==> src/design/wsbr_pkg.sv <==
// Shared types and constants for the word stream bit reader.
// Item codes, result status codes and fixed field widths; no dependencies.
`default_nettype none

package wsbr_pkg;

  localparam int unsigned WORD_BITS  = 16;
  localparam int unsigned AVAIL_W    = 5;   // holds 0 to WORD_BITS
  localparam int unsigned MODE_W     = 3;
  localparam int unsigned COUNT_W    = 7;
  localparam int unsigned VALUE_W    = 64;
  localparam int unsigned STATUS_W   = 2;
  localparam int unsigned CTR_W      = 32;

  typedef enum logic [MODE_W-1:0] {
    MODE_READ      = 3'd0,
    MODE_PUSH      = 3'd1,
    MODE_RESTART   = 3'd2,
    MODE_BITS_READ = 3'd3,
    MODE_EOF       = 3'd4,
    MODE_BITS_LEFT = 3'd5,
    MODE_FLUSH     = 3'd6
  } mode_e;

  localparam logic [STATUS_W-1:0] STATUS_OK      = 2'd0;
  localparam logic [STATUS_W-1:0] STATUS_FULL    = 2'd1;
  localparam logic [STATUS_W-1:0] STATUS_STARVED = 2'd2;

endpackage

`default_nettype wire

==> src/design/wsbr_ram.sv <==
// Generic single-write, single-read RAM with registered read data.
// Holds the word buffer of the bit reader; no package dependency.
`default_nettype none

module wsbr_ram #(
  parameter int unsigned WIDTH = 16,
  parameter int unsigned DEPTH = 8
) (
  input  wire logic                     clk_i,
  input  wire logic                     we_i,
  input  wire logic [$clog2(DEPTH)-1:0] waddr_i,
  input  wire logic [WIDTH-1:0]         wdata_i,
  input  wire logic [$clog2(DEPTH)-1:0] raddr_i,
  output logic      [WIDTH-1:0]         rdata_o
);

  logic [WIDTH-1:0] mem_q [DEPTH];

  always_ff @(posedge clk_i) begin
    if (we_i) begin
      mem_q[waddr_i] <= wdata_i;
    end
    rdata_o <= mem_q[raddr_i];
  end

endmodule

`default_nettype wire

==> src/design/word_stream_bit_reader_unit.sv <==
// Channel  | signals                                  | direction
// ---------+------------------------------------------+----------
// in       | in_valid_i, in_ready_o, mode_i,          | to block
//          | bit_count_i, stream_word_i               |
// out      | out_valid_o, out_ready_i, value_o,       | from block
//          | status_o                                 |
//
// Non-read items give their result in the cycle after the transfer.
// A read of n bits runs as a series of steps: each step either
// refills the current word from the buffer RAM or takes up to 16 bits
// through the one shared extract shifter. The RAM read port is registered,
// so a refill and the following extract never share a cycle.
// Reset clears all state; the buffer RAM is left as is and is only read
// at entries already written. A stalled output holds the finished read.
//
// Top level of the word stream bit reader; uses wsbr_pkg and wsbr_ram.
`default_nettype none

module word_stream_bit_reader_unit #(
  parameter int unsigned BUFFER_WORDS = 8,
  parameter int unsigned MAX_BITS     = 64
) (
  input  wire logic                             clk_i,
  input  wire logic                             rst_ni,
  input  wire logic                             in_valid_i,
  output logic                                  in_ready_o,
  input  wire logic [wsbr_pkg::MODE_W-1:0]      mode_i,
  input  wire logic [wsbr_pkg::COUNT_W-1:0]     bit_count_i,
  input  wire logic [wsbr_pkg::WORD_BITS-1:0]   stream_word_i,
  output logic                                  out_valid_o,
  input  wire logic                             out_ready_i,
  output logic      [wsbr_pkg::VALUE_W-1:0]     value_o,
  output logic      [wsbr_pkg::STATUS_W-1:0]    status_o
);

  localparam int unsigned PTR_W  = $clog2(BUFFER_WORDS);
  localparam int unsigned FILL_W = $clog2(BUFFER_WORDS + 1);
  localparam int unsigned WB     = wsbr_pkg::WORD_BITS;
  localparam int unsigned AW     = wsbr_pkg::AVAIL_W;
  localparam int unsigned CW     = wsbr_pkg::COUNT_W;
  localparam int unsigned VW     = wsbr_pkg::VALUE_W;
  localparam int unsigned SW     = wsbr_pkg::STATUS_W;
  localparam int unsigned KW     = wsbr_pkg::CTR_W;

  typedef enum logic {
    ST_IDLE,
    ST_RUN
  } st_e;

  st_e            state_q, state_d;
  logic [WB-1:0]  cur_q, cur_d;
  logic [AW-1:0]  avail_q, avail_d;       // bits left below the pointer
  logic [KW-1:0]  consumed_q, consumed_d;
  logic [KW-1:0]  supplied_q, supplied_d;
  logic           end_q, end_d;
  logic [FILL_W-1:0] fill_q, fill_d;
  logic [PTR_W-1:0]  head_q, head_d;
  logic [PTR_W-1:0]  tail_q, tail_d;
  logic [CW-1:0]  n_q, n_d;
  logic [CW-1:0]  rem_q, rem_d;
  logic [VW-1:0]  acc_q, acc_d;
  logic           starved_q, starved_d;
  logic           out_valid_q, out_valid_d;
  logic [VW-1:0]  out_value_q, out_value_d;
  logic [SW-1:0]  out_status_q, out_status_d;

  logic           ram_we;
  logic [WB-1:0]  ram_rdata;
  logic           in_xfer;
  logic           out_free;
  logic [CW-1:0]  n_sat;
  logic [AW-1:0]  take;
  logic [WB-1:0]  chunk;
  logic [WB-1:0]  mask;

  wsbr_ram #(
    .WIDTH (WB),
    .DEPTH (BUFFER_WORDS)
  ) u_buf (
    .clk_i   (clk_i),
    .we_i    (ram_we),
    .waddr_i (tail_q),
    .wdata_i (stream_word_i),
    .raddr_i (head_q),
    .rdata_o (ram_rdata)
  );

  assign out_free   = !out_valid_q || out_ready_i;
  assign in_ready_o = (state_q == ST_IDLE) && out_free;
  assign in_xfer    = in_valid_i && in_ready_o;

  assign out_valid_o = out_valid_q;
  assign value_o     = out_value_q;
  assign status_o    = out_status_q;

  assign n_sat = (bit_count_i > CW'(MAX_BITS)) ? CW'(MAX_BITS) : bit_count_i;

  // Shared extract unit: next chunk of up to one word, MSB first
  assign take  = (rem_q < CW'(avail_q)) ? rem_q[AW-1:0] : avail_q;
  assign mask  = WB'(((WB+1)'(1) << take) - (WB+1)'(1));
  assign chunk = (cur_q >> (avail_q - take)) & mask;

  always_comb begin
    state_d      = state_q;
    cur_d        = cur_q;
    avail_d      = avail_q;
    consumed_d   = consumed_q;
    supplied_d   = supplied_q;
    end_d        = end_q;
    fill_d       = fill_q;
    head_d       = head_q;
    tail_d       = tail_q;
    n_d          = n_q;
    rem_d        = rem_q;
    acc_d        = acc_q;
    starved_d    = starved_q;
    out_valid_d  = out_valid_q && !out_ready_i;
    out_value_d  = out_value_q;
    out_status_d = out_status_q;
    ram_we       = 1'b0;

    unique case (state_q)
      ST_IDLE: begin
        if (in_xfer) begin
          out_value_d  = '0;
          out_status_d = wsbr_pkg::STATUS_OK;
          unique case (wsbr_pkg::mode_e'(mode_i))
            wsbr_pkg::MODE_READ: begin
              n_d       = n_sat;
              rem_d     = n_sat;
              acc_d     = '0;
              starved_d = 1'b0;
              state_d   = ST_RUN;
            end
            wsbr_pkg::MODE_PUSH: begin
              out_valid_d = 1'b1;
              if (fill_q < FILL_W'(BUFFER_WORDS)) begin
                ram_we = 1'b1;
                fill_d = fill_q + FILL_W'(1);
                tail_d = (tail_q == PTR_W'(BUFFER_WORDS - 1)) ? '0 : tail_q + PTR_W'(1);
              end else begin
                out_status_d = wsbr_pkg::STATUS_FULL;
              end
            end
            wsbr_pkg::MODE_RESTART: begin
              out_valid_d = 1'b1;
              consumed_d  = '0;
              supplied_d  = '0;
              out_value_d = VW'(1);
            end
            wsbr_pkg::MODE_BITS_READ: begin
              out_valid_d = 1'b1;
              out_value_d = VW'(consumed_q);
            end
            wsbr_pkg::MODE_EOF: begin
              out_valid_d = 1'b1;
              out_value_d = VW'(end_q);
            end
            wsbr_pkg::MODE_BITS_LEFT: begin
              out_valid_d = 1'b1;
              out_value_d = VW'(avail_q);
            end
            wsbr_pkg::MODE_FLUSH: begin
              out_valid_d = 1'b1;
              cur_d       = '0;
              avail_d     = '0;
              end_d       = 1'b0;
            end
            default: begin
              out_valid_d = 1'b1;
            end
          endcase
        end
      end

      ST_RUN: begin
        if (rem_q == '0) begin
          // hold the finished read until the output slot is free
          if (out_free) begin
            consumed_d   = consumed_q + KW'(n_q);
            if (consumed_d == supplied_q) begin
              end_d = 1'b1;
            end
            out_valid_d  = 1'b1;
            out_value_d  = acc_q;
            out_status_d = starved_q ? wsbr_pkg::STATUS_STARVED : wsbr_pkg::STATUS_OK;
            state_d      = ST_IDLE;
          end
        end else if (avail_q == '0) begin
          // refill: an empty buffer reuses the old word
          avail_d = AW'(WB);
          if (fill_q != '0) begin
            cur_d      = ram_rdata;
            fill_d     = fill_q - FILL_W'(1);
            head_d     = (head_q == PTR_W'(BUFFER_WORDS - 1)) ? '0 : head_q + PTR_W'(1);
            supplied_d = supplied_q + KW'(WB);
            end_d      = 1'b0;
          end else begin
            starved_d = 1'b1;
          end
        end else begin
          acc_d   = (acc_q << take) | VW'(chunk);
          avail_d = avail_q - take;
          rem_d   = rem_q - CW'(take);
        end
      end

      default: begin
        state_d = ST_IDLE;
      end
    endcase
  end

  always_ff @(posedge clk_i or negedge rst_ni) begin
    if (!rst_ni) begin
      state_q      <= ST_IDLE;
      cur_q        <= '0;
      avail_q      <= '0;
      consumed_q   <= '0;
      supplied_q   <= '0;
      end_q        <= 1'b0;
      fill_q       <= '0;
      head_q       <= '0;
      tail_q       <= '0;
      n_q          <= '0;
      rem_q        <= '0;
      acc_q        <= '0;
      starved_q    <= 1'b0;
      out_valid_q  <= 1'b0;
      out_value_q  <= '0;
      out_status_q <= wsbr_pkg::STATUS_OK;
    end else begin
      state_q      <= state_d;
      cur_q        <= cur_d;
      avail_q      <= avail_d;
      consumed_q   <= consumed_d;
      supplied_q   <= supplied_d;
      end_q        <= end_d;
      fill_q       <= fill_d;
      head_q       <= head_d;
      tail_q       <= tail_d;
      n_q          <= n_d;
      rem_q        <= rem_d;
      acc_q        <= acc_d;
      starved_q    <= starved_d;
      out_valid_q  <= out_valid_d;
      out_value_q  <= out_value_d;
      out_status_q <= out_status_d;
    end
  end

`ifndef SYNTHESIS
  a_fill_bound: assert property (@(posedge clk_i) disable iff (!rst_ni)
    fill_q <= FILL_W'(BUFFER_WORDS))
    else $error("word buffer fill beyond depth");

  a_empty_ptrs: assert property (@(posedge clk_i) disable iff (!rst_ni)
    (fill_q == '0) |-> (tail_q == head_q))
    else $error("empty buffer with head and tail apart");

  a_idle_avail: assert property (@(posedge clk_i) disable iff (!rst_ni)
    (state_q == ST_IDLE) |-> (avail_q < AW'(WB)))
    else $error("full word left unread at end of item");

  a_rem_bound: assert property (@(posedge clk_i) disable iff (!rst_ni)
    (state_q == ST_RUN) |-> (rem_q <= n_q) && (n_q <= CW'(MAX_BITS)))
    else $error("remaining bit count out of range");

  a_result_after_read: assert property (@(posedge clk_i) disable iff (!rst_ni)
    (state_q == ST_RUN && rem_q == '0 && out_free) |=> out_valid_q && (state_q == ST_IDLE))
    else $error("finished read did not post a result");
`endif

endmodule

`default_nettype wire

==> config.mk <==
export PLATFORM = sky130hd
export DESIGN_NAME = word_stream_bit_reader_unit
export DESIGN_NICKNAME = d
export VERILOG_FILES = /design/src/design/wsbr_pkg.sv /design/src/design/wsbr_ram.sv /design/src/design/word_stream_bit_reader_unit.sv
export SDC_FILE = /design/constraint.sdc
export NUM_CORES = 1
export LEC_CHECK = 0
export BUFFER_PORTS_ARGS = -buffer_cell sky130_fd_sc_hd__buf_4
export CAP_MARGIN = 30
export CORE_MARGIN = 2
export CORE_UTILIZATION = 50
export CTS_CLUSTER_SIZE = 28
export DETAILED_ROUTE_END_ITERATION = 10
export MAX_ROUTING_LAYER = met4
export PLACE_DENSITY = 0.67
export SETUP_SLACK_MARGIN = 0.1
export SYNTH_ARGS = -nofsm -noshare
export SYNTH_HDL_FRONTEND = slang
export SYNTH_SLANG_ARGS = --single-unit
==> constraint.sdc <==
create_clock -name clk_i -period 6.4 [get_ports clk_i]
set_input_delay 0.32 -clock clk_i [delete_from_list [all_inputs] [get_ports clk_i]]
set_output_delay 0.32 -clock clk_i [all_outputs]
set_load 0.01 [all_outputs]
# Yosys cells after proc, flatten, opt, wreduce, memory -nomap -nowiden

Memory sizes are Yosys's and may differ from the RTL's. A register that Yosys moved wholly into a read port is not among the register bits.
Cells that the tools add are included.

Add/sub/neg operators: 9
Magnitude comparators: 3
Eq/ne operators: 26
Shift operators: 3
Multiplexer cells: 83
Bitwise operators: 4
Reductions and logical operators: 22

Operator list:

| operator                | count |
|---|---|
| $mux W64                | 7 |
| $pmux W64 S2            | 2 |
| $mux W32                | 7 |
| $pmux W32 S2            | 2 |
| $pmux W32 S4            | 1 |
| $mux W16                | 5 |
| $or A64 B16 Y64         | 1 |
| $shl A64 B5 Y64         | 1 |
| $mux W7                 | 5 |
| $add A32 B5 Y32 const B | 1 |
| $add A32 B7 Y32         | 1 |
| $eq A32 B32 Y1          | 1 |
| $pmux W16 S2            | 1 |
| $mux W1                 | 28 |
| $mux W5                 | 5 |
| $mux W4                 | 6 |
| $ne A2 B1 Y1 const B    | 9 |
| $and A16 B16 Y16        | 1 |
| $reduce_and A4 Y1       | 4 |
| $shl A1 B5 Y16 const A  | 1 |
| $shr A16 B5 Y16         | 1 |
| $sub A16 B2 Y16 const B | 1 |
| $eq A3 B3 Y1 const B    | 5 |
| $reduce_and A5 Y1       | 3 |
| other kinds (31)        | 51 |

Bits in registers: 243
RAM bits: 128
Bits of input ports: 30
Output and inout bits: 68
Word-level logic and storage cells: 167
Memories: 1

Memory list:

| memory      | depth | width | read ports | clocked after Yosys merged registers in | write ports | RTL line       | source |
|---|---|---|---|---|---|---|---|
| u_buf.mem_q | 8     | 16    | 1          | 1                                       | 1           | wsbr_ram.sv:17 | `logic [WIDTH-1:0] mem_q [DEPTH];` |

# Logic depth before layout (Yosys ltp)

Depth in word-level cells: 9
Mapped depth: 22
Mapped depth without buffers: 19

# Cells and area by module

From an unflattened synthesis, not the netlist that was laid out.

Cell total of the unflattened synthesis: 1997
Area, all modules: 21511.9 sq um

Modules (own cells, without submodules):

| module                      | instances | cells each | area an instance (sq um) | seq. area each (sq um) |
|---|---|---|---|---|
| word_stream_bit_reader_unit | 1         | 1783       | 16218.1                  | 5980.7 |
| wsbr_ram                    | 1         | 214        | 5293.8                   | 4164.0 |

# Worst setup path before layout

OpenSTA, ideal clock, no wires.

Kind: reg-to-reg
Start point: reg avail_q[4]
End point: reg acc_q[4]
Setup time: 0.120 ns
Arrival: 4.575 ns
Data required time: 6.280 ns
Setup slack: 1.705 ns
Cell stages (with the launch flop): 18
Buffers on the path: 5
Period minus slack after synthesis: 4.695 ns
Path through: dfrtp_1 > inv_1 > ha_1 > a2111oi_4 > o21a_1 > buf_2 > mux2_2 > inv_2 > buf_2 > buf_1 > ha_1 > clkbuf_1 > o211a_1 > a311o_1 > xor2_1 > clkbuf_1 > o21ai_0 > a31o_1

Longest elaborated chain between the ends: 9
Elaborated cells on any way between the ends: 15
Classes of those cells: 2 x add/sub; 1 x order compare; 1 x eq/ne; 3 x shift; 4 x mux; 2 x bitwise; 2 x reduce/logical

RTL lines:

| what                                               | RTL line                                                               | source |
|---|---|---|
| from (decl)                                        | word_stream_bit_reader_unit.sv:52                                      | `logic [AW-1:0] avail_q, avail_d;` |
| from (signal assigned)                             | word_stream_bit_reader_unit.sv:235                                     | `avail_q <= avail_d;` |
| $lt A7 B5 Y1                                       | word_stream_bit_reader_unit.sv:99                                      | `assign take = (rem_q < CW'(avail_q)) ? rem_q[AW-1:0] : avail_q;` |
| $mux W5                                            | word_stream_bit_reader_unit.sv:99                                      |  |
| $sub A5 B5 Y5 or $shl A1 B5 Y16 (tied branches)    | word_stream_bit_reader_unit.sv:101, word_stream_bit_reader_unit.sv:100 |  |
| $shr A16 B5 Y16 or $sub A16 B2 Y16 (tied branches) | word_stream_bit_reader_unit.sv:101, word_stream_bit_reader_unit.sv:100 |  |
| $and A16 B16 Y16                                   | word_stream_bit_reader_unit.sv:101                                     | `assign chunk = (cur_q >> (avail_q - take)) & mask;` |
| $or A64 B16 Y64                                    | word_stream_bit_reader_unit.sv:202                                     | `acc_d = (acc_q << take) \| VW'(chunk);` |
| $mux W64                                           | word_stream_bit_reader_unit.sv:189                                     | `end else if (avail_q == '0) begin` |
| $mux W64                                           | word_stream_bit_reader_unit.sv:177                                     | `if (rem_q == '0) begin` |
| $pmux W64 S2                                       | word_stream_bit_reader_unit.sv:122                                     | `unique case (state_q)` |
| to (signal assigned)                               | word_stream_bit_reader_unit.sv:227                                     | `acc_q <= '0;` |
| to (signal assigned)                               | word_stream_bit_reader_unit.sv:244                                     | `acc_q <= acc_d;` |
| to (decl)                                          | word_stream_bit_reader_unit.sv:61                                      | `logic [VW-1:0] acc_q, acc_d;` |

Parallel ways exist; a longest one is shown, timed or not. The select of a mux whose other input is x is not followed.
A chain may end at the register's enable or synchronous reset.

# Worst setup path in the final report

Start point: reg avail_q[4]
End point: reg acc_q[10]

The elaborated chain is that of the path after synthesis.

==> results.yml <==
sta:
  fin_crit_sh_pct: 79.0
  setup_violations: 0
  whs_ns: 0.0337
  tightest_slew_ns: 1.02
  slew_viol_final: 0
  skew_ns: 0.0194
  setup_tns_ns: 0
  max-slew-margin-rel_pct: 31.7
  min_period_ns: 5.06
  rsz0062_at_grt: "false"
  fmax_mhz: 198
  hold_viol: 0
worst_setup_path:
  worstPathRequired_ns: 6.93
  critPathArrivalTime_ns: 5.58
  path_max_fanout: 69
  startpoint: "avail_q[4]"
  timing.rr.start: "avail_q[4]"
  path_cells: "inv_1 > ha_1 > a2111oi_4 > o21a_1 > mux2_2 > buf_4 > nor3_1 > nand2_1 > ha_1 > or4_1 > o21ai_0 > a22oi_1 > nor3_1 > a221o_1"
  path_class: "flip-flop to flip-flop"
  crit_slowest_cell: "or4_1"
  worstSetupStartpointType: "flip-flop"
  slowest_delay_ns: 0.60
  end_kind: "flip-flop"
power_and_ir_drop:
  irDropWorstVdd_mv: 0.322
  p_leak_nw: 9.83
  swShare_pct: 45.9
  p_clk_share_pct: 19.2
  power_density_nw_per_um2: 548
  p_sw_w: 0.00606
  intPower_w: 0.00713
  pwr-share-seq_pct: 27.3
  combinationalPowerShare_pct: 53.6
  total_power_w: 0.0132
placement:
  placed_area_um2: 22400
  hpwl_mm: 44.5
  port_buffers: 97
  gp_congestion: 0.967
yosys:
  async_reset_ff_share_pct: 62.4
  synth_area_um2: 21300
  yosysTopAreaCell: "dfrtp_1"
  synth_cells: 2135
  yosys.area.top_type_share_pct: 28.1
  yosysMostFrequentCell: "nand2_1"
  synth_common_cells: "nand2_1, dfrtp_1, o21ai_0, nand3_1, edfxtp_1"
  synthFlopType: "dfrtp_1"
  yosys_warnings: 0
  synth-edff-count: 128
  ys_ff_latch: 383
  synth_top_cells_by_area: "dfrtp_1, edfxtp_1, nand2_1"
  yosysUniqueCellTypes: 90
  synth.yosys.seq_area_share_pct: 47.7
  avgSynthCellArea_um2: 9.97
  synth_nets: 2196
floorplan:
  pin_count: 98
  die_area_um2: 44200
  die_y_um: 210
  core_um2: 41900
  row_count: 75
  start_util_pct: 50.7
  dieWidth_um: 210
grt:
  grt-ovfl-total: 0
  grt_pass1_wl_mm: 102
  antenna_found_initial: 0
  grt_pass1_vias: 17200
  grt.total_usage_pct: 30.9
  grt_max_degree: 138
drt:
  postRouteAntennaNets: 0
  via_per_inst: 6.45
  routedWlPerCell_um: 23.8
  dr.max_layer_used: "met4"
  firstDrtPassIters: 5
  routed-wl-met2_mm: 29.4
  remaining_drc_errors: 0
  drtIter0Drc: 1938
  dr_wl_met3_mm: 4.43
  drt-met1-wl_mm: 29.4
  drt_wl_total_mm: 65.6
  vias: 17800
clock_tree:
  cts_setup_buffers: 0
  cts_tree: "built"
  insertion_delay_ns: 0.59
  htree_levels: 2
  clockBufferDepth: 3
  cts_num_sinks: 383
  cts.clk_slew.worst_paths_ns: 0.06
  cts_inserted_buffers: 43
  cts-root-buf: "clkbuf_16"
  cts_resized: 0
min_path:
  holdCritPathClass: "primary input to flip-flop"
  hold_start: "bit_count_i[6]"
cells_and_area:
  fillerInstances: 3605
  stdcell_area_um2: 24100
  num_antenna_cells: 0
  syn2layout_area_growth_pct: 13.2
  nets: 2243
  final_layout_size_suffix_gt1_share_pct: 15.3
run:
  drv_cap: 0
outcome:
  outcome: "completed"
==> critical path: cells and delay by family (launching register included) <==
kind,cells,cell delay (ns)
flip-flops,1,0.49
AO/OA/AOI/OAI,5,1.31
buffers and inverters,2,0.51
adder cells (fa/ha/maj),2,0.78
AND/OR/NAND/NOR,4,1.47
multiplexers,1,0.41
==> layer usage <==
layer	global-route usage [%]	up-vias
li1	-	8024
met1	43.8	8790
met2	45.4	800
met3	3.71	169
met4	12.3	0
met5	-	-
==> kinds of logic (layout without fill, tap and decap cells) <==
group                    after synthesis  after routing  share of synthesized area, %
AO/OA/AOI/OAI                        530            530                          16.5
multiplexers                         160            160                          10.4
adder cells (fa/ha/maj)               31             31                          1.89
AND/OR/NAND/NOR                      768            768                          16.8
buffers and inverters                185            266                          3.56
flip-flops                           383            383                          47.7
XOR/XNOR                              78             78                          3.21
==> stage by stage <==
step           util (%)  worst slack, ns  std cells
3_5_place_dp       53.5             1.41       2658
5_1_grt            57.4            0.913       2755
6_report           57.4             1.34       2755
3_3_place_gp       53.5             1.51       2657
4_1_cts            57.3             1.39       2754
2_1_floorplan         -             1.71       2135
==> power groups by stage <==
stage	logic, W	registers (W)	clock network [W]
after floorplan	0.00495	0.00337	0
after global placement	0.00682	0.00362	0
after detailed placement	0.00687	0.00363	0
after CTS	0.00691	0.00359	0.00256
after global routing	0.00763	0.00364	0.00266
final	0.00706	0.00360	0.00253
==> final timing paths <==
path / end / slack, ns / cells past startpoint
max: acc_q[10] / 1.34 / 14
min: n_q[6] / 0.03 / 3
max reg2reg: acc_q[10] / 1.34 / 14
min reg2reg: cur_q[6] / 0.43 / 2
max in group asynchronous: head_q[0] / 4.69 / 3
min in group asynchronous: value_o[40] / 0.34 / 2
==> flip-flops by register name, indices dropped and copies added (netlist names), 16 cells and up <==
signal         flops
acc_q             64
consumed_q        32
cur_q             16
supplied_q        28
u_buf.mem_q      128
u_buf.rdata_o     16
value_o           64
==> final cells by class <==
cell class              count  area [um2]  area share (%)
repair buffers            159        1290            5.35
flip-flops and latches    383       10100            42.1
inverters                  28         105           0.437
clock buffers              58        1220            5.09
multi-input cells        1567       10400            43.3
clock inverters            21         214           0.889
well taps                 539         674            2.80
==> layout by cell type, fill, tap and decap left out, types with 44 or more instances in the layout <==
cell type,instances
mux2_2,48
clkbuf_16,45
buf_4,138
dfrtp_1,236
nand3_1,162
edfxtp_1,128
nor2_1,116
nand2_1,318
a21oi_1,69
o21ai_0,182
mux2i_1,68
mux4_2,44
==> repair_timing <==
| item | CTS | global route |
|---|---|---|
| hold endpoints to repair | 230 | 0 |
| hold buffers | 17 | 0 |
| endpoints found under the setup margin | 0 | 0 |
Power figures use the tool's default switching activity.
